--- src/iepad_pkg.sv ---
// Package for the edge-replicate padder: port widths, register indexes, controller types.
`timescale 1ns / 1ps
`default_nettype none

package iepad_pkg;

    // Input stream payload
    localparam int S_TDATA_W = 32;
    localparam int S_TUSER_W = 1;

    // Result stream payload: out_rgba, out_col, out_row, padded to whole bytes
    localparam int RGBA_W     = 32;
    localparam int OUT_POS_W  = 9;
    localparam int M_TDATA_W  = 56;
    localparam int M_TDATA_PAD = M_TDATA_W - RGBA_W - 2 * OUT_POS_W;

    // Configuration port
    localparam int CFG_DATA_W   = 9;
    localparam int CFG_INDEX_W  = 2;
    localparam int CFG_DIM_W    = 9;
    localparam int CFG_GUTTER_W = 5;

    localparam logic [CFG_INDEX_W-1:0] CFG_IDX_WIDTH  = 2'd0;
    localparam logic [CFG_INDEX_W-1:0] CFG_IDX_HEIGHT = 2'd1;
    localparam logic [CFG_INDEX_W-1:0] CFG_IDX_GUTTER = 2'd2;

    localparam logic [CFG_DIM_W-1:0]    WIDTH_RESET  = 9'd256;
    localparam logic [CFG_DIM_W-1:0]    HEIGHT_RESET = 9'd256;
    localparam logic [CFG_GUTTER_W-1:0] GUTTER_RESET = 5'd0;

    // Beat kinds carried in tuser
    localparam logic MODE_LOAD = 1'b0;
    localparam logic MODE_EMIT = 1'b1;

    typedef enum logic [2:0] {
        ST_IDLE,
        ST_LOAD,
        ST_CALC,
        ST_ADDR,
        ST_READ,
        ST_OUT
    } state_t;

    // Controller to datapath
    typedef struct packed {
        logic accept;
        logic do_load;
        logic do_calc;
        logic do_addr;
        logic do_read;
        logic do_out;
    } cmd_t;

    // Datapath to controller
    typedef struct packed {
        logic out_free;
    } status_t;

endpackage

`default_nettype wire

--- src/iepad_ctrl.sv ---
// Controller state machine: sequences one load or emit beat through the datapath.
`timescale 1ns / 1ps
`default_nettype none

module iepad_ctrl (
    input  wire logic              aclk,
    input  wire logic              aresetn,
    input  wire logic              s_tvalid,
    output logic                   s_tready,
    input  wire logic              s_tuser,
    input  wire iepad_pkg::status_t status,
    output iepad_pkg::cmd_t        cmd
);

    import iepad_pkg::*;

    state_t state_reg;
    state_t state_next;

    always_ff @(posedge aclk) begin
        if (!aresetn) begin
            state_reg <= ST_IDLE;
        end else begin
            state_reg <= state_next;
        end
    end

    always_comb begin
        state_next = state_reg;
        unique case (state_reg)
            ST_IDLE: begin
                if (s_tvalid) begin
                    state_next = (s_tuser == MODE_EMIT) ? ST_CALC : ST_LOAD;
                end
            end
            ST_LOAD: state_next = ST_IDLE;
            ST_CALC: state_next = ST_ADDR;
            ST_ADDR: state_next = ST_READ;
            ST_READ: state_next = ST_OUT;
            ST_OUT: begin
                // hold until the output register can take the pixel
                if (status.out_free) begin
                    state_next = ST_IDLE;
                end
            end
            default: state_next = ST_IDLE;
        endcase
    end

    always_comb begin
        s_tready    = 1'b0;
        cmd         = '0;
        unique case (state_reg)
            ST_IDLE: begin
                s_tready   = 1'b1;
                cmd.accept = s_tvalid;
            end
            ST_LOAD: cmd.do_load = 1'b1;
            ST_CALC: cmd.do_calc = 1'b1;
            ST_ADDR: cmd.do_addr = 1'b1;
            ST_READ: cmd.do_read = 1'b1;
            ST_OUT:  cmd.do_out  = status.out_free;
            default: begin
                s_tready = 1'b0;
            end
        endcase
    end

endmodule

`default_nettype wire

--- config.mk ---
export PLATFORM = sky130hd
export DESIGN_NAME = iepad_ctrl
export DESIGN_NICKNAME = d
export VERILOG_FILES = /design/src/iepad_pkg.sv /design/src/iepad_ctrl.sv
export SDC_FILE = /design/constraint.sdc
export NUM_CORES = 1
export LEC_CHECK = 0
export ABC_CLOCK_PERIOD_IN_PS = 1850
export BUFFER_PORTS_ARGS = -buffer_cell sky130_fd_sc_hd__buf_2
export CAP_MARGIN = 25
export CORE_AREA = 8 8 45 47
export DETAILED_ROUTE_END_ITERATION = 8
export DIE_AREA = 0 0 53 55
export SYNTH_ARGS = -nofsm -noshare
export SYNTH_HDL_FRONTEND = slang
export SYNTH_SLANG_ARGS = --single-unit
--- constraint.sdc ---
create_clock -name aclk -period 1.85 [get_ports aclk]
set_clock_uncertainty 0.1 [all_clocks]
set_input_delay 0.555 -clock aclk [delete_from_list [all_inputs] [get_ports aclk]]
set_output_delay 0.555 -clock aclk [all_outputs]
set_load 0.02 [all_outputs]
### Word-level counts from Yosys, hierarchy flattened

Index checks and enable logic that the tools add are counted.

* bits in registers: 3
* logic and storage cells: 21

* equal/unequal tests: 7
* reductions and logical operators: 2
* multiplexer cells: 11

Operator list (number)
* case mux 3 bit (5 select lines): 1
* two-way mux 1 bit: 7
* == test 3 x 2 -> 1 bit (second input constant): 2
* == test 3 bit (second input constant): 2
* two-way mux 3 bit: 2
* != test 2 bit (second input constant): 2
* == test 3 x 1 -> 1 bit (second input constant): 1
* logical NOT 3 bit: 1
* two-way mux 2 bit: 1
* AND reduction 2 bit: 1

### Depth between registers and ports, before layout

Gate-level depths: netlist (run 1).

* word-level depth: 3
* depth in mapped cells: 4

### Least setup slack after synthesis (run 1)

No wires, ideal clock.

* path type: reg-to-output
* from: reg state_reg[2]
* to: out cmd[5] (netlist bit)
* data required time: 1.195 ns
* cell stages (with the launch flop): 4
* arrival time: 1.052 ns
* path buffers: 1
* slack: 0.143 ns
* cell sequence: dfxtp_1 -> buf_6 -> nor3_2 -> and2_1

RTL lines
* start, declared: line iepad_ctrl.sv:17 `state_t state_reg;`
* start signal, assigned: line iepad_ctrl.sv:24 `state_reg <= state_next;`
* end, declared: line iepad_ctrl.sv:12 `output iepad_pkg::cmd_t cmd`

==> summary.md, run 1 <==
| Metric | Value |
|---|---|
| Core region area | 1384 sq um |
| ANT cells | 0 |
| Gr ovfl total | 0 |
| Clk_lat worst skew | 0.23 ns |
| Detailed Route Iter0 Violations | 3 |
| Detail Placement HPWL | 401.7 um |
| VDD IR-drop max | 0.1889 mV |
| Num rows | 14 |
| Worst Path Buf+Inv | 2 |
| Most frequent cells in the layout | buf_2 (11), nand2_1 (3), clkbuf_4 (3) |
| CTS Buffer Depth | 2 |
| Reg-to-reg setup timing slack | 0.80 ns |
| First-pass GRT wire length | 703 um |
| Hold WC Path Type | reg2reg |
| Area grow syn2layout | 51.39% |
| Yosys warns | 0 |
| Crit end category | output pin |
| Max Slew Vio Count | 0 |
| Syn Area/Cell | 8.190 sq um |
| Sequential area share after synthesis | 33.33% |
| Final Util | 19.71% |
| Yosys cell types | 16 |
| CP Max Fanout | 6 |
| Unrepaired setup endpoints after global routing | false |
| Clock sinks | 3 |
| IO Count | 12 |
| Critical path's largest stage delay | 0.42 ns |
| Vias post-DR | 201 |
| H-tree levels | 1 |
| Crit Path Class | reg2out |
| CP delay by family, top | flip-flops |
| Vias in the first global route | 181 |
| Placed cell count | 48 |
| Largest net degree at the start of global routing | 10 |
| Die Area | 2915 sq um |
| Commonest non-fill, non-tap cell in the layout | buf_2 |
| P_leak | 0.1251 nW |
| Post-layout min period | 1.742 ns |
| Cts bufs inserted | 3 |
| Max reg flops | 3 |
| Drt pass-1 iters | 4 |
| Final setup viols | 0 |
| Power Total | 0.2391 mW |
| Layout cells sized above 1 | 50.00% |
| CP max stage cell | dfxtp_1 |
| Post-Syn Area | 180.2 sq um |
| Post-Route WL | 496 um |
| Crit path required time | 1.19 ns |
| Gpl congestion | 0.6040 |
| Worst-path clk slew | 0.04 ns |
| Startpoint types | register |
| Hold buffers post-CTS | 0 |
| Setup_tns | 0 ns |
| Pwr/cell area | 876.6 nW/um^2 |
| Final worst-path cycle share | 94.14% |
| CP Cell Sequence | inv_2 -> nor3_1 -> buf_2 |
| Worst Tran Pin Value | 0.2130 ns |
| Initial core utilization | 13.02% |
| Initial antenna violation count | 0 |
| Non-Filler Instances | 52 |
| Die width | 53 um |
| Critical path arrival | 1.09 ns |
| Status | finished, final reports clean |
| Mapped Cells | 22 |
| CTS tree | built |
| Max-slew headroom | 85.60% |
| WHS | 0.4036 ns |
| Count of final hold-check violations | 0 |
| Max-Cap Viols | 0 |
| Syn nets | 27 |
| Via density | 3.865 |
| Nets@finish | 42 |
| DRC viols | 0 |
| Die Ht | 55 um |
| PortBufs | 11 |
| Flops & latches, synth | 3 |
| Detail Route Antenna Nets | 0 |
| FMAX | 574.2 MHz |
| Clock root buffer | clkbuf_4 |
| WL/cell | 9.538 um |
| GRT Total Usage | 3.768% |
[cell usage after synthesis (all sizes together)]
| master | instances | area, sq um |
|---|---|---|
| nand2b | 1 | 6.260 |
| dfxtp | 3 | 60.06 |
| inv | 1 | 3.750 |
| nor4b | 1 | 8.760 |
| o2111a | 1 | 11.26 |
| nand2 | 3 | 11.26 |
| nor3b | 1 | 7.510 |
| nor3 | 2 | 15.01 |
| and3b | 1 | 8.760 |
| and2 | 1 | 6.260 |
| nor2b | 1 | 6.260 |
| nor2 | 2 | 7.510 |
| buf | 1 | 11.26 |
| a31oi | 1 | 6.260 |
| a21oi | 2 | 10.01 |
[cells by family after synthesis]
| logic type | share of synthesized area, % |
|---|---|
| AND/OR/NAND/NOR | 43.06 |
| AO/OA/AOI/OAI | 15.28 |
| flip-flops | 33.33 |
| buffers and inverters | 8.331 |
[per-layer routing]
metal	track usage, %	part of all wire [%]	wire [um]
met2	5.469	50	250
met3	2.941	13	65
met1	2.731	36	180
met5	0	0	0
met4	5.172	0	0
[power breakdown]
| group | internal (mW) | switching, mW | total (mW) | leakage [nW] |
|---|---|---|---|---|
| sequential | 0.0698 | 0.00743 | 0.0772 | 0.0254 |
| combinational | 0.0204 | 0.0270 | 0.0475 | 0.0847 |
| clock | 0.0808 | 0.0336 | 0.114 | 0.0150 |
| total | 0.171 | 0.0680 | 0.239 | 0.125 |
[worst register-to-register path, stage by stage, from the launching register on]
cell and delay [ns]:
dfxtp_2 0.39, and3b_1 0.21, a31oi_1 0.17, nor2b_1 0.06
[area by class of cell]
cell class              count  area (sq um)
flip-flops and latches      3         62.56
fillers                   161          1111
inverters                   1         3.754
repair buffers             11         55.05
clock buffers               4         26.28
well taps                  16         20.02
multi-input cells          17         105.1
[through the flow]
step	worst slack, ns	cell area, sq um
final	0.1084	272.8
after global routing	0.01131	272.8
after CTS	0.06882	270.3
after detailed placement	0.2015	244.0
after global placement	0.2098	244.0
after floorplan	0.1434	180.2
[path summary, 6_finish.rpt]
kind,cells after the start,startpoint,endpoint
setup / recovery,3,state_reg[1],cmd[3]
hold / removal,1,state_reg[0],state_reg[1]
setup reg to reg,3,state_reg[2],state_reg[2]
hold reg to reg,1,state_reg[0],state_reg[1]
[repair_timing]
action,CTS,global route
setup endpoints to repair,0,3
setup buffers,0,0
gates resized for setup,0,2
hold endpoints to repair,0,0
Note: power is estimated with default switching activity, not from simulation.
==> run 2: changes to the inputs <==
Settings changed: ABC_CLOCK_PERIOD_IN_PS 1850 to 2200.
Clock period 1.85 ns to 2.2 ns, I/O delays scaled along.
==> run 2 against run 1 <==
  * Combinational power decreased by 16%
  * Sequential share of layout area decreased by 0.71 points
  * Global-route usage increased by 0.16 points
  * Final cell count unchanged
  * Count of clock-buffer cells in the layout unchanged
  * Utilization decreased by 0.18 points
==> summary.md, run 2 (synthesized netlist as in run 1, its figures left out) <==
| Metric | Value |
|---|---|
| Initial core utilization | 13.02% (unchanged) |
| Worst R2R Start | state_reg[2] |
| Worst-path clk slew | 0.04 ns (about the same) |
| Worst hold start | state_reg[0] |
| Gr ovfl total | 0 (unchanged) |
| Vias in the first global route | 189 (+4.4%) |
| Gpl congestion | 0.5815 (-3.7%) |
| Initial antenna violation count | 0 (unchanged) |
| CP delay by family, top | flip-flops |
| Clock sinks | 3 (unchanged) |
| Detailed Route Iter0 Violations | 2 (-1) |
| Final setup viols | 0 (unchanged) |
| Core region area | 1384 sq um (unchanged) |
| Worst Tran Pin Value | 0.2731 ns (+0.06007 ns) |
| CTS tree | built |
| CP Max Fanout | 6 (unchanged) |
| Status | finished, final reports clean |
| CTS Buffer Depth | 2 (unchanged) |
| Via density | 3.692 (-4.5%) |
| Final worst-path cycle share | 84.45% |
| IO Count | 12 (unchanged) |
| Min-Delay Endpoint | state_reg[1] |
| Setup_tns | 0 ns (unchanged) |
| Crit Path Class | reg2out |
| Commonest non-fill, non-tap cell in the layout | buf_2 |
| Startpoint types | register |
| Post-layout min period | 1.858 ns |
| Layout cells sized above 1 | 44.44% (-5.6 points) |
| Final Util | 19.53% (-0.18 points) |
| DRC viols | 0 (unchanged) |
| Pwr/cell area | 735.0 nW/um^2 (-16%) |
| Crit end category | output pin |
| Unrepaired setup endpoints after global routing | false |
| Placed cell count | 48 (unchanged) |
| Post-Route WL | 487 um (-1.8%) |
| Worst Path Buf+Inv | 2 (unchanged) |
| WL/cell | 9.365 um (-1.8%) |
| Post-CTS Setup Bufs | 0 (unchanged) |
| Count of final hold-check violations | 0 (unchanged) |
| FMAX | 538.3 MHz |
| Reg-to-reg setup timing slack | 1.07 ns (+0.27 ns) |
| Crit path required time | 1.44 ns (+0.25 ns) |
| H-tree levels | 1 (unchanged) |
| PortBufs | 11 (unchanged) |
| Die Ht | 55 um (unchanged) |
| Resized Gates After CTS | 0 (unchanged) |
| Reg2Reg Depth | 3 (unchanged) |
| Max-Cap Viols | 0 (unchanged) |
| GRT Total Usage | 3.928% (+0.16 points) |
| P_leak | 0.1242 nW (-0.69%) |
| CP max stage cell | dfxtp_1 |
| Die Area | 2915 sq um (unchanged) |
| Non-Filler Instances | 52 (unchanged) |
| Die width | 53 um (unchanged) |
| Area grow syn2layout | 50.00% |
| Critical path arrival | 1.10 ns (about the same) |
| Hold WC Path Type | reg2reg |
| Most frequent cells in the layout | buf_2 (11), nand2_1 (3), clkbuf_4 (3), dfxtp_1 (3) |
| Largest net degree at the start of global routing | 10 (unchanged) |
| Vias post-DR | 192 (-4.5%) |
| Worst hold path depth | 1 (unchanged) |
| R2R Path End | state_reg[2] |
| First-pass GRT wire length | 731 um (+4.0%) |
| Hold buffers post-CTS | 0 (unchanged) |
| Clk_lat worst skew | 0.23 ns (about the same) |
| Nets@finish | 42 (unchanged) |
| ANT cells | 0 (unchanged) |
| Critical path's largest stage delay | 0.42 ns (about the same) |
| CP Cell Sequence | inv_2 -> nor3_1 -> buf_2 |
| Max Slew Vio Count | 0 (unchanged) |
| Num rows | 14 (unchanged) |
| Cts bufs inserted | 3 (unchanged) |
| VDD IR-drop max | 0.1789 mV (-5.3%) |
| Max-slew headroom | 81.77% (-3.8 points) |
| Drt pass-1 iters | 4 (unchanged) |
| Max reg flops | 3 (unchanged) |
| Clock root buffer | clkbuf_4 |
| Detail Route Antenna Nets | 0 (unchanged) |
[run 2: cell counts in the layout (fill, tap and decap cells not counted)]
Identical to the previous run, type by type.
[run 2: worst max-delay path by stage]
| stage | endpoint | slack, ns | cells after the start | startpoint |
|---|---|---|---|---|
| 2_1_floorplan | cmd[5] | 0.39 | 3 | state_reg[2] |
| 3_3_place_gp | cmd[0] | 0.37 | 4 | status |
| 3_5_place_dp | cmd[0] | 0.37 | 4 | status |
| 4_1_cts | cmd[3] | 0.33 | 3 | state_reg[1] |
| 5_1_grt | cmd[3] | 0.25 | 3 | state_reg[1] |
| 6_report | cmd[3] | 0.34 | 3 | state_reg[1] |
[run 2: metal layers]
layer | wire length [um] | global-route usage (%) | part of all wire (%)
met1 | 191 | 2.723 | 39
met2 | 247 | 6.250 | 51
met5 | 0 | 0 | 0
met4 | 0 | 5.172 | 0
met3 | 48 | 2.674 | 9.9
[run 2: per-stage QoR]
step | hold slack (ns) | setup WS [ns] | power, mW | cell area, sq um
finish | 0.4772 | 0.3422 | 0.1986 | 270.3
global route | 0.5204 | 0.2521 | 0.2151 | 270.3
CTS | 0.4873 | 0.3283 | 0.2051 | 270.3
detailed placement | 0.4910 | 0.3680 | 0.1065 | 244.0
global placement | 0.4894 | 0.3701 | 0.1064 | 244.0
floorplan | 0.4152 | 0.3884 | 0.09140 | 180.2
[run 2: report_power, final]
| part | leakage, nW | internal, mW | total (mW) | switching [mW] |
|---|---|---|---|---|
| sequential | 0.0246 | 0.0583 | 0.0645 | 0.00630 |
| clock | 0.0150 | 0.0678 | 0.0942 | 0.0263 |
| combinational | 0.0847 | 0.0171 | 0.0399 | 0.0228 |
| total | 0.124 | 0.143 | 0.199 | 0.0554 |
[run 2: final cells by class]
type	instances	area, sq um
fillers	163	1114
multi-input cells	17	105.1
flip-flops and latches	3	60.06
repair buffers	11	55.05
clock buffers	4	26.28
well taps	16	20.02
inverters	1	3.754
==> run 3: changes to the inputs <==
Settings changed: ABC_CLOCK_PERIOD_IN_PS 2200 to 1600.
Clock period 2.2 ns to 1.6 ns, I/O delays scaled along.
==> run 3 against run 2 <==
  * The run now ends with setup timing left
  * Via count is 7.8% higher
  * Sequential power increased by 40%
  * Global-route usage rose by 0.23 points
  * Clock power grew 38%
  * Highest routed layer unchanged
  * Register-to-register slack worse by 0.49 ns
  * Routed wire length grew 11%
  * Critical path depth is the same
  * Largest cell class unchanged
  * Utilization rose by 4.6 points
  * Setup slack worse by 0.36 ns
==> summary.md, run 3 (synthesized netlist as in run 1, its figures left out) <==
| Metric | Value |
|---|---|
| Num rows | 14 (unchanged) |
| Drt pass-1 iters | 1 (-3) |
| Post-Route WL | 543 um (+11%) |
| Finished Cell Area | 334.1 sq um (+24%) |
| CP delay by family, top | flip-flops |
| Final setup viols | 1 (+1) |
| ANT cells | 0 (unchanged) |
| Non-Filler Instances | 53 (+1.9%) |
| Crit Path Class | reg2out |
| First-pass GRT wire length | 793 um (+8.5%) |
| CP max stage cell | dfxtp_4 |
| VDD IR-drop max | 0.3513 mV (+96%) |
| Count of final hold-check violations | 0 (unchanged) |
| Critical path's largest stage delay | 0.36 ns (-0.06 ns) |
| Initial core utilization | 13.02% (unchanged) |
| H-tree levels | 1 (unchanged) |
| FMAX | 617.0 MHz |
| Placed inst area | 250.2 sq um (+2.6%) |
| Layout cells sized above 1 | 62.16% (+18 points) |
| Setup_tns | -0.02081 ns (-0.02081 ns) |
| Nets@finish | 43 (+2.4%) |
| Clock sinks | 3 (unchanged) |
| Max Slew Vio Count | 0 (unchanged) |
| Via density | 3.906 (+5.8%) |
| WL/cell | 10.25 um (+9.4%) |
| Placed cell count | 48 (unchanged) |
| Hold buffers post-CTS | 0 (unchanged) |
| Clk_lat worst skew | 0.23 ns (about the same) |
| IO Count | 12 (unchanged) |
| Area grow syn2layout | 85.42% |
| Final worst-path cycle share | 101.3% |
| Worst-path clk slew | 0.04 ns (about the same) |
| Core region area | 1384 sq um (unchanged) |
| Gr ovfl total | 0 (unchanged) |
| Crit path required time | 1.02 ns (-0.42 ns) |
| Failing checks | setup timing |
| Vias in the first global route | 204 (+7.9%) |
| Vias post-DR | 207 (+7.8%) |
| CP Cell Sequence | nor3_4 -> and2_4 -> buf_6 |
| Initial antenna violation count | 0 (unchanged) |
| CTS tree | built |
| Detail Route Antenna Nets | 0 (unchanged) |
| Pwr/cell area | 868.1 nW/um^2 (+18%) |
| Max reg flops | 3 (unchanged) |
| Detail Placement HPWL | 410.9 um |
| Crit end category | output pin |
| Post-layout min period | 1.621 ns |
| Reg-to-reg setup timing slack | 0.58 ns (-0.49 ns) |
| CTS Buffer Depth | 2 (unchanged) |
| WHS | 0.3882 ns (-0.08899 ns) |
| Most frequent cells in the layout | buf_2 (5), buf_4 (5), clkbuf_4 (3), dfxtp_4 (3) |
| Unrepaired setup endpoints after global routing | true |
| Worst Tran Pin Value | 0.2149 ns (-0.05815 ns) |
| Largest net degree at the start of global routing | 10 (unchanged) |
| Gpl congestion | 0.6060 (+4.2%) |
| Critical path arrival | 1.04 ns (-0.06 ns) |
| Final worst slack | -0.02081 ns (-0.3630 ns) |
| Die Area | 2915 sq um (unchanged) |
| Die Ht | 55 um (unchanged) |
| Detailed Route Iter0 Violations | 0 (-2) |
| Hold WC Path Type | reg2reg |
| Cts bufs inserted | 3 (unchanged) |
| Clock root buffer | clkbuf_4 |
| DRC viols | 0 (unchanged) |
| Max-slew headroom | 85.47% (+3.7 points) |
| P_leak | 0.1591 nW (+28%) |
| Max-Cap Viols | 0 (unchanged) |
| Status | finished with violations |
| GRT Total Usage | 4.153% (+0.23 points) |
| PortBufs | 11 (unchanged) |
| Worst Path Buf+Inv | 1 (-1) |
| Die width | 53 um (unchanged) |
| Startpoint types | register |
| CP Max Fanout | 6 (unchanged) |
## run 3: what timing repair did
item,CTS,global route
setup endpoints to repair,6,6
pin swaps,2,3
resized for setup,8,9
setup buffers,0,1
## run 3: where the power goes
part           leakage (nW)  switching (mW)  total [mW]  internal, mW
clock                0.0150          0.0365       0.130        0.0933
sequential           0.0267          0.0113      0.0900        0.0787
combinational         0.117          0.0339      0.0701        0.0363
## run 3: area by class of cell
class	instances	area [sq um]
clock buffers	4	26.28
fillers	162	1050
inverters	1	3.754
multi-input cells	17	126.4
flip-flops and latches	3	71.32
well taps	16	20.02
repair buffers	12	86.33
## run 3: worst paths after layout
| path | start | to | cells past startpoint |
|---|---|---|---|
| worst min register to register | state_reg[0] | state_reg[1] | 1 |
| worst max-delay path | state_reg[1] | cmd[5] | 3 |
| worst max register to register | state_reg[2] | state_reg[1] | 2 |
| worst min-delay path | state_reg[0] | state_reg[1] | 1 |
## run 3: routing by layer
layer | wire, um | vias up | track usage (%)
met5 | 0 | - | 0
met4 | 0 | 0 | 1.293
met3 | 83 | 0 | 5.615
met2 | 311 | 5 | 7.422
met1 | 148 | 93 | 2.128
li1 | - | 109 | -
## run 3: stage by stage
| stage | worst slack (ns) | utilization [%] | total power [mW] |
|---|---|---|---|
| 3_5_place_dp | 0.1037 | 18.08 | 0.1492 |
| 2_1_floorplan | 0.01436 | - | 0.1292 |
| 6_report | -0.02081 | 24.14 | 0.2900 |
| 5_1_grt | -0.06272 | 24.14 | 0.3165 |
| 3_3_place_gp | 0.1179 | 18.08 | 0.1487 |
| 4_1_cts | -0.02081 | 21.43 | 0.2866 |
