### src/iepad_pkg.sv
// Package for the edge-replicate padder: port widths, register indexes, controller types.
`timescale 1ns / 1ps
`default_nettype none

package iepad_pkg;

    // Input stream payload
    localparam int S_TDATA_W = 32;
    localparam int S_TUSER_W = 1;

    // Result stream payload: out_rgba, out_col, out_row, padded to whole bytes
    localparam int RGBA_W     = 32;
    localparam int OUT_POS_W  = 9;
    localparam int M_TDATA_W  = 56;
    localparam int M_TDATA_PAD = M_TDATA_W - RGBA_W - 2 * OUT_POS_W;

    // Configuration port
    localparam int CFG_DATA_W   = 9;
    localparam int CFG_INDEX_W  = 2;
    localparam int CFG_DIM_W    = 9;
    localparam int CFG_GUTTER_W = 5;

    localparam logic [CFG_INDEX_W-1:0] CFG_IDX_WIDTH  = 2'd0;
    localparam logic [CFG_INDEX_W-1:0] CFG_IDX_HEIGHT = 2'd1;
    localparam logic [CFG_INDEX_W-1:0] CFG_IDX_GUTTER = 2'd2;

    localparam logic [CFG_DIM_W-1:0]    WIDTH_RESET  = 9'd256;
    localparam logic [CFG_DIM_W-1:0]    HEIGHT_RESET = 9'd256;
    localparam logic [CFG_GUTTER_W-1:0] GUTTER_RESET = 5'd0;

    // Beat kinds carried in tuser
    localparam logic MODE_LOAD = 1'b0;
    localparam logic MODE_EMIT = 1'b1;

    typedef enum logic [2:0] {
        ST_IDLE,
        ST_LOAD,
        ST_CALC,
        ST_ADDR,
        ST_READ,
        ST_OUT
    } state_t;

    // Controller to datapath
    typedef struct packed {
        logic accept;
        logic do_load;
        logic do_calc;
        logic do_addr;
        logic do_read;
        logic do_out;
    } cmd_t;

    // Datapath to controller
    typedef struct packed {
        logic out_free;
    } status_t;

endpackage

`default_nettype wire

### src/iepad_datapath.sv
// Datapath: configuration registers, load and emit counters, address arithmetic, output register.
`timescale 1ns / 1ps
`default_nettype none

module iepad_datapath #(
    parameter int MAX_DIM    = 256,
    parameter int MAX_GUTTER = 16,
    localparam int DEPTH = MAX_DIM * MAX_DIM,
    localparam int AW    = (DEPTH > 1) ? $clog2(DEPTH) : 1
) (
    input  wire logic                               aclk,
    input  wire logic                               aresetn,
    input  wire logic                               cfg_wr_en,
    input  wire logic [iepad_pkg::CFG_INDEX_W-1:0]  cfg_index,
    input  wire logic [iepad_pkg::CFG_DATA_W-1:0]   cfg_wdata,
    input  wire logic [iepad_pkg::S_TDATA_W-1:0]    s_tdata,
    input  wire iepad_pkg::cmd_t                    cmd,
    output iepad_pkg::status_t                      status,
    output logic                                    ram_wr_en,
    output logic [AW-1:0]                           ram_wr_addr,
    output logic [iepad_pkg::RGBA_W-1:0]            ram_wr_data,
    output logic                                    ram_rd_en,
    output logic [AW-1:0]                           ram_rd_addr,
    input  wire logic [iepad_pkg::RGBA_W-1:0]       ram_rd_data,
    output logic                                    m_tvalid,
    input  wire logic                               m_tready,
    output logic [iepad_pkg::M_TDATA_W-1:0]         m_tdata,
    output logic                                    m_tlast
);

    import iepad_pkg::*;

    localparam int DW   = $clog2(MAX_DIM + 1);
    localparam int GW   = $clog2(MAX_GUTTER + 1);
    localparam int PW_W = $clog2(MAX_DIM + 2 * MAX_GUTTER + 1);
    localparam int TW   = $clog2(DEPTH + 1);
    localparam int DCW  = (CFG_DIM_W > DW) ? CFG_DIM_W : DW;
    localparam int GCW  = (CFG_GUTTER_W > GW) ? CFG_GUTTER_W : GW;

    function automatic logic [DW-1:0] dim_sat(input logic [CFG_DIM_W-1:0] v);
        logic [DCW-1:0] ve;
        ve = DCW'(v);
        if (ve == '0) begin
            return DW'(1);
        end else if (ve > DCW'(MAX_DIM)) begin
            return DW'(MAX_DIM);
        end
        return DW'(ve);
    endfunction

    function automatic logic [DW-1:0] clamp_src(input logic [PW_W-1:0] pos,
                                                input logic [GW-1:0]   g,
                                                input logic [DW-1:0]   dim);
        logic [PW_W-1:0] s;
        logic [PW_W-1:0] lim;
        s   = (pos < PW_W'(g)) ? '0 : pos - PW_W'(g);
        lim = PW_W'(dim) - PW_W'(1);
        return DW'((s > lim) ? lim : s);
    endfunction

    // Configuration
    logic [CFG_DIM_W-1:0]    image_width_reg;
    logic [CFG_DIM_W-1:0]    image_height_reg;
    logic [CFG_GUTTER_W-1:0] gutter_px_reg;

    // Values in use, re-derived from the registers every cycle
    logic [DW-1:0]   w_used;
    logic [DW-1:0]   h_used;
    logic [GW-1:0]   g_used;
    logic [PW_W-1:0] pw;
    logic [PW_W-1:0] ph;
    logic [TW-1:0]   total;
    logic [GCW-1:0]  g_ext;

    // Counters
    logic [AW-1:0]   load_idx_reg;
    logic [AW-1:0]   load_idx_next;
    logic [PW_W-1:0] emit_col_reg;
    logic [PW_W-1:0] emit_col_next;
    logic [PW_W-1:0] emit_row_reg;
    logic [PW_W-1:0] emit_row_next;

    // Beat payload and emit pipeline
    logic [RGBA_W-1:0] pixel_reg;
    logic [DW-1:0]     sx_reg;
    logic [DW-1:0]     sy_reg;
    logic [PW_W-1:0]   col_reg;
    logic [PW_W-1:0]   row_reg;
    logic              last_reg;
    logic [AW-1:0]     addr_reg;

    // Output register
    logic                 m_tvalid_reg;
    logic [RGBA_W-1:0]    out_rgba_reg;
    logic [OUT_POS_W-1:0] out_col_reg;
    logic [OUT_POS_W-1:0] out_row_reg;
    logic                 out_last_reg;

    logic [AW-1:0]     load_eff;
    logic [TW-1:0]     load_plus;
    logic [PW_W-1:0]   col_eff;
    logic [PW_W-1:0]   row_eff;
    logic [PW_W-1:0]   col_plus;
    logic [PW_W-1:0]   row_plus;
    logic [2*DW-1:0]   addr_full;

    always_ff @(posedge aclk) begin
        if (!aresetn) begin
            image_width_reg  <= WIDTH_RESET;
            image_height_reg <= HEIGHT_RESET;
            gutter_px_reg    <= GUTTER_RESET;
        end else if (cfg_wr_en) begin
            unique case (cfg_index)
                CFG_IDX_WIDTH:  image_width_reg  <= cfg_wdata[CFG_DIM_W-1:0];
                CFG_IDX_HEIGHT: image_height_reg <= cfg_wdata[CFG_DIM_W-1:0];
                CFG_IDX_GUTTER: gutter_px_reg    <= cfg_wdata[CFG_GUTTER_W-1:0];
                default: begin
                    // drop writes beyond the register list
                end
            endcase
        end
    end

    assign g_ext = GCW'(gutter_px_reg);

    always_comb begin
        w_used = dim_sat(image_width_reg);
        h_used = dim_sat(image_height_reg);
        g_used = (g_ext > GCW'(MAX_GUTTER)) ? GW'(MAX_GUTTER) : GW'(g_ext);
        pw     = PW_W'(w_used) + (PW_W'(g_used) << 1);
        ph     = PW_W'(h_used) + (PW_W'(g_used) << 1);
        total  = TW'(w_used) * TW'(h_used);
    end

    // Load: restart a stale index, write, advance and wrap
    always_comb begin
        load_eff      = (TW'(load_idx_reg) >= total) ? '0 : load_idx_reg;
        load_plus     = TW'(load_eff) + TW'(1);
        load_idx_next = (load_plus >= total) ? '0 : AW'(load_plus);
    end

    // Emit: restart a stale position, advance in raster order and wrap
    always_comb begin
        if (emit_col_reg >= pw || emit_row_reg >= ph) begin
            col_eff = '0;
            row_eff = '0;
        end else begin
            col_eff = emit_col_reg;
            row_eff = emit_row_reg;
        end
        col_plus = col_eff + PW_W'(1);
        row_plus = row_eff + PW_W'(1);
        if (col_plus >= pw) begin
            emit_col_next = '0;
            emit_row_next = (row_plus >= ph) ? '0 : row_plus;
        end else begin
            emit_col_next = col_plus;
            emit_row_next = row_eff;
        end
    end

    always_ff @(posedge aclk) begin
        if (!aresetn) begin
            load_idx_reg <= '0;
            emit_col_reg <= '0;
            emit_row_reg <= '0;
        end else begin
            if (cmd.do_load) begin
                load_idx_reg <= load_idx_next;
            end
            if (cmd.do_calc) begin
                emit_col_reg <= emit_col_next;
                emit_row_reg <= emit_row_next;
            end
        end
    end

    assign addr_full = (2*DW)'(sy_reg) * (2*DW)'(w_used) + (2*DW)'(sx_reg);

    always_ff @(posedge aclk) begin
        if (cmd.accept) begin
            pixel_reg <= s_tdata;
        end
        if (cmd.do_calc) begin
            sx_reg   <= clamp_src(col_eff, g_used, w_used);
            sy_reg   <= clamp_src(row_eff, g_used, h_used);
            col_reg  <= col_eff;
            row_reg  <= row_eff;
            last_reg <= (col_eff == pw - PW_W'(1)) && (row_eff == ph - PW_W'(1));
        end
        if (cmd.do_addr) begin
            addr_reg <= AW'(addr_full);
        end
    end

    assign ram_wr_en   = cmd.do_load;
    assign ram_wr_addr = load_eff;
    assign ram_wr_data = pixel_reg;
    assign ram_rd_en   = cmd.do_read;
    assign ram_rd_addr = addr_reg;

    // Output register: free when empty or when the waiting beat is taken now
    assign status.out_free = !m_tvalid_reg || m_tready;

    always_ff @(posedge aclk) begin
        if (!aresetn) begin
            m_tvalid_reg <= 1'b0;
        end else if (cmd.do_out) begin
            m_tvalid_reg <= 1'b1;
        end else if (m_tready) begin
            m_tvalid_reg <= 1'b0;
        end
    end

    always_ff @(posedge aclk) begin
        if (cmd.do_out) begin
            out_rgba_reg <= ram_rd_data;
            out_col_reg  <= OUT_POS_W'(col_reg);
            out_row_reg  <= OUT_POS_W'(row_reg);
            out_last_reg <= last_reg;
        end
    end

    assign m_tvalid = m_tvalid_reg;
    assign m_tdata  = {{M_TDATA_PAD{1'b0}}, out_row_reg, out_col_reg, out_rgba_reg};
    assign m_tlast  = out_last_reg;

endmodule

`default_nettype wire

### config.mk
export PLATFORM = sky130hd
export DESIGN_NAME = iepad_datapath
export DESIGN_NICKNAME = d
export VERILOG_FILES = /design/src/iepad_pkg.sv /design/src/iepad_datapath.sv
export SDC_FILE = /design/constraint.sdc
export NUM_CORES = 1
export LEC_CHECK = 0
export BUFFER_PORTS_ARGS = -buffer_cell sky130_fd_sc_hd__buf_2
export CORE_ASPECT_RATIO = 0.6
export CORE_MARGIN = 2
export CORE_UTILIZATION = 45
export CTS_CLUSTER_SIZE = 8
export DETAILED_ROUTE_END_ITERATION = 12
export GPL_TIMING_DRIVEN = 1
export HOLD_SLACK_MARGIN = 0.1
export PLACE_DENSITY_LB_ADDON = 0.3
export SLEW_MARGIN = 20
export SYNTH_ARGS = -nofsm -noshare
export SYNTH_HDL_FRONTEND = slang
export SYNTH_SLANG_ARGS = --single-unit
### constraint.sdc
create_clock -name aclk -period 10.2 [get_ports aclk]
set_input_delay 2.04 -clock aclk [delete_from_list [all_inputs] [get_ports aclk]]
set_output_delay 2.04 -clock aclk [all_outputs]
set_load 0.01 [all_outputs]
* After elaboration in Yosys (flattened, before gate mapping)
Index checks and enable logic that the tools add are counted.
Widths: inputs -> output; s select.
** Storage, ports and cells
- Register bits after elaboration :: 194
- Bits in writable memories :: 0
- Output and inout bits :: 125
- Memories kept :: 0
- Bits in read-only memories :: 0
- Latch bits :: 0
** Operators by class
- Shift-type cells :: 0
- Reductions and logical operators :: 11
- Add/sub/neg operators :: 12
- Magnitude comparators :: 13
- Bitwise operators :: 0
- Multipliers :: 2
- Divide/modulo/power cells :: 0
- Mux-type cells :: 24
- Eq/ne operators :: 4
** Operators with widths (count)
- $mux 9 :: 15
- $ge 9x9->1 :: 4
- $sub 9x1->9 const B :: 4
- $mux 16 :: 2
- $add 9x1->9 const B :: 2
- $add 9x6->9 :: 2
- $eq 9x9->1 :: 2
- $gt 9x9->1 :: 2
- $gt 9x9->1 const B :: 2
- $logic_not 9->1 :: 2
- $lt 9x5->1 :: 2
- $sub 9x5->9 :: 2
- $add 16x1->17 const B :: 1
- $ge 16x17->1 :: 1
- $ge 17x17->1 :: 1
- $mul 9x9->17 :: 1
- $add 16x9->16 :: 1
- $mul 9x9->16 :: 1
- $mux 1 :: 6
- $reduce_and 2->1 :: 3
- $gt 5x5->1 const B :: 1
- $mux 5 :: 1
- $eq 2x1->1 const B :: 1
- $eq 2x2->1 const B :: 1
- 5 further kinds :: 6

* Longest topological paths before layout
- Word-level depth :: 12
- Mapped depth :: 48
- Gate-level depth less buffers :: 45

* Least setup slack after synthesis
OpenSTA, ideal clock, no wires.
- Kind :: flip-flop to flip-flop
- From :: reg image_width_reg[4]
- To :: reg load_idx_reg[14]
- Path slack :: -0.040 ns
- Required time :: 10.141 ns
- Cell stages (with the launch flop) :: 47
- Arrival :: 10.181 ns
- Path buffers :: 4
- Path through :: dfxtp_1 or4_1 nor2_1 ha_1 buf_2 nor2b_1 a21o_1 buf_1 nand2_1 fa_1 fa_1 inv_1 fa_1 inv_1 fa_1 inv_1 ha_1 o211ai_1 [... 11 more ...] clkbuf_1 nor2_1 ha_1 clkbuf_1 nand2_1 xnor2_1 nor2_1 ha_1 a21o_1 a21oi_1 nor2b_1 a2111oi_0 o21ai_0 o311a_1 a21oi_1 nand3_1 o31ai_1 o31a_1
** Between the ends
- Word-level cells in the longest chain between the ends :: 10
** Ends and longest elaborated chain
- from (decl) :: line iepad_datapath.sv:62 : logic [CFG_DIM_W-1:0] image_width_reg;
- from (signal assigned) :: line iepad_datapath.sv:114 : CFG_IDX_WIDTH: image_width_reg <= cfg_wdata[CFG_DIM_W-1:0];
- $gt 9x9->1 :: line iepad_datapath.sv:45 : end else if (ve > DCW'(MAX_DIM)) begin
- $mux 1 :: line iepad_datapath.sv:45
- $mux 1 :: line iepad_datapath.sv:43 : if (ve == '0) begin
- $mux 9 (*) :: line iepad_datapath.sv:48 : return DW'(ve);
- $mul 9x9->17 (*) :: line iepad_datapath.sv:132 : total = TW'(w_used) * TW'(h_used);
- $ge 16x17->1 (*) :: line iepad_datapath.sv:137 : load_eff = (TW'(load_idx_reg) >= total) ? '0 : load_idx_reg;
- $mux 16 (*) :: line iepad_datapath.sv:137
- via ram_wr_addr[0] :: line iepad_datapath.sv:20 : output logic [AW-1:0] ram_wr_addr,
- $add 16x1->17 (*) :: line iepad_datapath.sv:138 : load_plus = TW'(load_eff) + TW'(1);
- $ge 17x17->1 :: line iepad_datapath.sv:139 : load_idx_next = (load_plus >= total) ? '0 : AW'(load_plus);
- $mux 16 (*) :: line iepad_datapath.sv:139
- to (signal assigned) :: line iepad_datapath.sv:169 : load_idx_reg <= load_idx_next;
- to (decl) :: line iepad_datapath.sv:76 : logic [AW-1:0] load_idx_reg;
Mark *: on every way through the listed nets, which the timed path passes. The rest lies on a longest branch.
A chain may end at the register's enable or synchronous reset.

* Final worst setup path
- From :: reg image_width_reg[0]
- To :: out ram_wr_addr[14]
** Between the ends
- Word-level cells in the longest chain between the ends :: 7
** Ends and longest elaborated chain (line)
- $gt 9x9->1 :: iepad_datapath.sv:45
- $mux 1 :: iepad_datapath.sv:45
- $mux 1 :: iepad_datapath.sv:43
- $mux 9 (*) :: iepad_datapath.sv:48
- $mul 9x9->17 (*) :: iepad_datapath.sv:132
- $ge 16x17->1 (*) :: iepad_datapath.sv:137
- $mux 16 (*) :: iepad_datapath.sv:137
- to (decl) :: iepad_datapath.sv:20
Every way passes the cells marked *; elsewhere a longest branch is shown, timed or not.

==> reports/qor.log <==
[run_status] result of the run finished, final reports clean
[hold_path] worst hold path type reg2reg
[placed_design] half-perimeter wire length after placement 33200 um
[setup_path] worst path arrival time 7.79 ns
[setup_path] capture instance of the worst register-to-register path load_idx_reg[14]$_SDFFE_PN0P_
[sta] transition at the pin with the smallest max-transition slack 1.08 ns
[floorplan] Core Region 0.0361 mm^2
[setup_path] reg-to-reg slack, setup 0.43 ns
[routing] post-route ant nets 0
[yosys] per-instance average area after synthesis 9.79 um^2
[sta] Final min period 9.83 ns
[cells_and_area] Nets 2273
[cts] CTS sink count 194
[sta] setup slack after layout 0.369 ns
[cells_and_area] number of antenna cells inserted 0
[cells_and_area] Synth-to-Final Area Change 15.5%
[setup_path] maximum net fanout on the critical path 37
[setup_path] required time of the worst setup path 8.16 ns
[yosys] post-synthesis cell count 1677
[setup_path] worst setup path start image_width_reg[0]$_SDFFE_PN0P_
[setup_path] Startpoint Class register
[floorplan] boundary pin count 210
[global_route] total global-route track usage 0.224
[sta] peak clock frequency supported by timing 102 MHz
[global_route] total grt overflow 0
[yosys] post-synth design cell area 0.0164 mm^2
[yosys] most used flip-flop cell after synthesis edfxtp_1
[cts] clock input transition at the sequential cells of the worst setup and hold paths 0.09 ns
[floorplan] Die Ht 152 um
[global_route] first-pass GRT wire length 67800 um
[floorplan] die width 251 um
[sta] Worst slew margin 0.278
[sta] largest clock skew in the final design 0.0164 ns
[power] peak supply drop 0.121 mV
[routing] residual DRC count 0
[setup_path] worst flop-to-flop path startpoint image_width_reg[0]$_SDFFE_PN0P_
[cts] H-tree levels 4
[power] power density normalized to cell area 117 mW/mm^2
[cts] number of buffers on the longest clock path 2
[routing] drt total wl 41800 um
[cells_and_area] share of layout cells above drive strength 1 0.177
[hold_path] launch instance of the worst min-delay path row_reg[5]$_DFFE_PP_
[yosys] proportion of synthesized flip-flops having asynchronous set or reset 0
[placed_design] final weighted congestion in routability-driven placement 0.935
[setup_path] CP Capture Type output pin
[cells_and_area] Register Area 0.00525 mm^2
[yosys] register area share after synthesis 0.320
[cells_and_area] total area of multi-input combinational cells 0.0103 mm^2
[routing] routed vias/inst 5.33
[yosys] dominant combinational cell family by area after synthesis adder cells
[floorplan] standard-cell row count 54
[global_route] maximum number of pins on one net before global-route repair 53
[routing] Detailed Route Iter0 Violations 1133
[setup_path] worst setup path category reg2out
[setup_path] depth of the most critical reg-to-reg path 42
[setup_path] critical path's most frequent cell fa_1
[setup_path] slowest stage delay, CP 0.56 ns
[yosys] Cell variety after synth 79
[cells_and_area] final core utilization 0.524
[hold_path] Hold Path Depth 0
[cts] cell chosen for the clock root clkbuf_16
[cts] CTS Hold Buffers Added 0
[routing] via count 12671
[yosys] Synth Area in XOR/XNOR 0.0578
[sta] post-route worst hold slack 0.420 ns
[placed_design] Port Buffers 201
[yosys] count of synthesis-stage warnings from yosys 0
[yosys] Compound-Gate Fraction of Synth Area 0.0929
[cts] TritonCTS clock tree built
[sta] Final period util 0.964
[routing] detailed-router iteration count before antenna repair 5
[global_route] initial antenna violation count 0
[setup_path] cell with the largest stage delay on the worst path fa_1
[cts] Inserted Clock Buffers 17
[floorplan] effective utilization at floorplan 0.454
[run] number of violations of the max-capacitance limit 0
[sta] number of setup violations in the final report 0
[yosys] post-synthesis share of cell area spent on full adders, half adders and majority gates 0.278
[yosys] Post-Synth Simple-Gate Area 0.160
[hold_path] destination of the worst hold path out_row_reg[5]$_DFFE_PP_
[yosys] EDFF count, synth 136
[yosys] flop and latch count out of synthesis 194
[yosys] multiplexer fraction of the synthesized cell area 0.0269
[floorplan] Die Footprint 0.0381 mm^2
[global_route] number of global-route vias before repair 12395
[cts] worst-skew pair later-pin latency 0.47 ns
[power] Static Leak 0.00904 uW
[routing] DR WL/cell 17.6 um
[cells_and_area] fill cell total of the finished layout 3252
[sta] final number of hold-violating endpoints 0
[placed_design] worst slack at placement -0.362 ns
[sta] total count of max-transition violations in the final report 0
## layout make-up
type | count | area share
flip-flops and latches | 194 | 0.277
well taps | 476 | 0.0314
clock inverters | 15 | 0.0119
multi-input cells | 1214 | 0.542
clock buffers | 17 | 0.0224
repair buffers | 251 | 0.0741
inverters | 211 | 0.0418
## routing by layer
metal  track usage  wire length (um)  vias to the layer above
met2         0.309             16900                      421
li1              -                 -                     6091
met5             0                 0                        -
met1         0.355             21200                     6128
met3        0.0516              3200                       31
met4        0.0433               391                        0
## cells in the mapped netlist, types with 11 or more instances
| master | count | share of area |
|---|---|---|
| nand2b_1 | 24 | 0.0091 |
| and3_1 | 31 | 0.012 |
| mux2i_1 | 37 | 0.023 |
| o31ai_1 | 12 | 0.0055 |
| nor2b_1 | 63 | 0.024 |
| nand4_1 | 12 | 0.0046 |
| xor2_1 | 33 | 0.018 |
| inv_1 | 205 | 0.047 |
| nand2_1 | 167 | 0.038 |
| fa_1 | 107 | 0.13 |
| o21bai_1 | 11 | 0.0050 |
| edfxtp_1 | 136 | 0.25 |
| dfxtp_1 | 58 | 0.071 |
| xnor2_1 | 70 | 0.037 |
| nor3_1 | 15 | 0.0046 |
| a21o_1 | 26 | 0.012 |
| nor2_1 | 117 | 0.027 |
| o21ai_0 | 34 | 0.010 |
| nand3_1 | 39 | 0.012 |
| ha_1 | 192 | 0.15 |
| clkbuf_1 | 41 | 0.0094 |
| buf_1 | 11 | 0.0025 |
| and2_1 | 34 | 0.013 |
| a21oi_1 | 44 | 0.013 |
## report_power, final
| group | switching (uW) | internal, uW |
|---|---|---|
| sequential | 35.1 | 911 |
| combinational | 311 | 221 |
| clock | 386 | 349 |
| total | 732 | 1480 |
## repair_timing
item,CTS,global route
pin swaps,0,7
resized for setup,7,32
setup endpoints to repair,18,32
setup buffers,0,5
## critical path: cells and delay by family (launching register included)
family / cells / cell delay (ns)
AOI/OAI and AO/OA: 7 / 1.22
xor gates and xnor gates: 1 / 0.23
adders and majority gates: 8 / 3.33
buffers and inverters: 6 / 0.81
DFF: 1 / 0.34
and+or+nand+nor: 7 / 1.37
## logic make-up after synthesis
| kind of cell | Yosys count |
|---|---|
| compound gates | 224 |
| xor+xnor | 105 |
| fa+ha+maj | 300 |
| buf+inv | 274 |
| flops | 194 |
| mux | 43 |
| other cells | 1 |
| simple gates | 536 |
## per-stage QoR
step | instances | setup TNS (ns) | total power [uW] | instance area [um^2]
finish | 2378 | 0 | 2210 | 19000
global route | 2378 | -0.109 | 2320 | 19000
CTS | 2373 | 0 | 2220 | 18800
detailed placement | 2341 | -4.89 | 1480 | 18100
global placement | 2341 | -0.0127 | 1470 | 18100
floorplan | 1682 | 0 | 1300 | 16400
## cell usage in the layout (no fill, tap or decap), drive strengths merged, types with 8 or more instances in the layout
cell type and count:
a211oi 8, a21boi 10, a21o 26, a21oi 45, a22oi 10, and2 35
and3 31, buf 251, clkbuf 17, clkinv 9, dfxtp 58, edfxtp 136
fa 107, ha 192, inv 217, mux2i 37, nand2 167, nand2b 24
nand3 40, nand4 12, nor2 118, nor2b 63, nor3 16, o211ai 8
o21a 9, o21ai 43, o21bai 11, o31ai 12, xnor2 70, xor2 33
## how the worst max path moves through the flow
stage | endpoint | slack (ns)
6_report | ram_wr_addr[14] | 0.37
5_1_grt | load_idx_reg[14]$_SDFFE_PN0P_ | -0.07
4_1_cts | load_idx_reg[14]$_SDFFE_PN0P_ | 0.06
3_5_place_dp | load_idx_reg[12]$_SDFFE_PN0P_ | -0.36
3_3_place_gp | load_idx_reg[2]$_SDFFE_PN0P_ | -0.01
2_1_floorplan | load_idx_reg[14]$_SDFFE_PN0P_ | 0.002
Note: power is estimated with default switching activity, not from simulation.
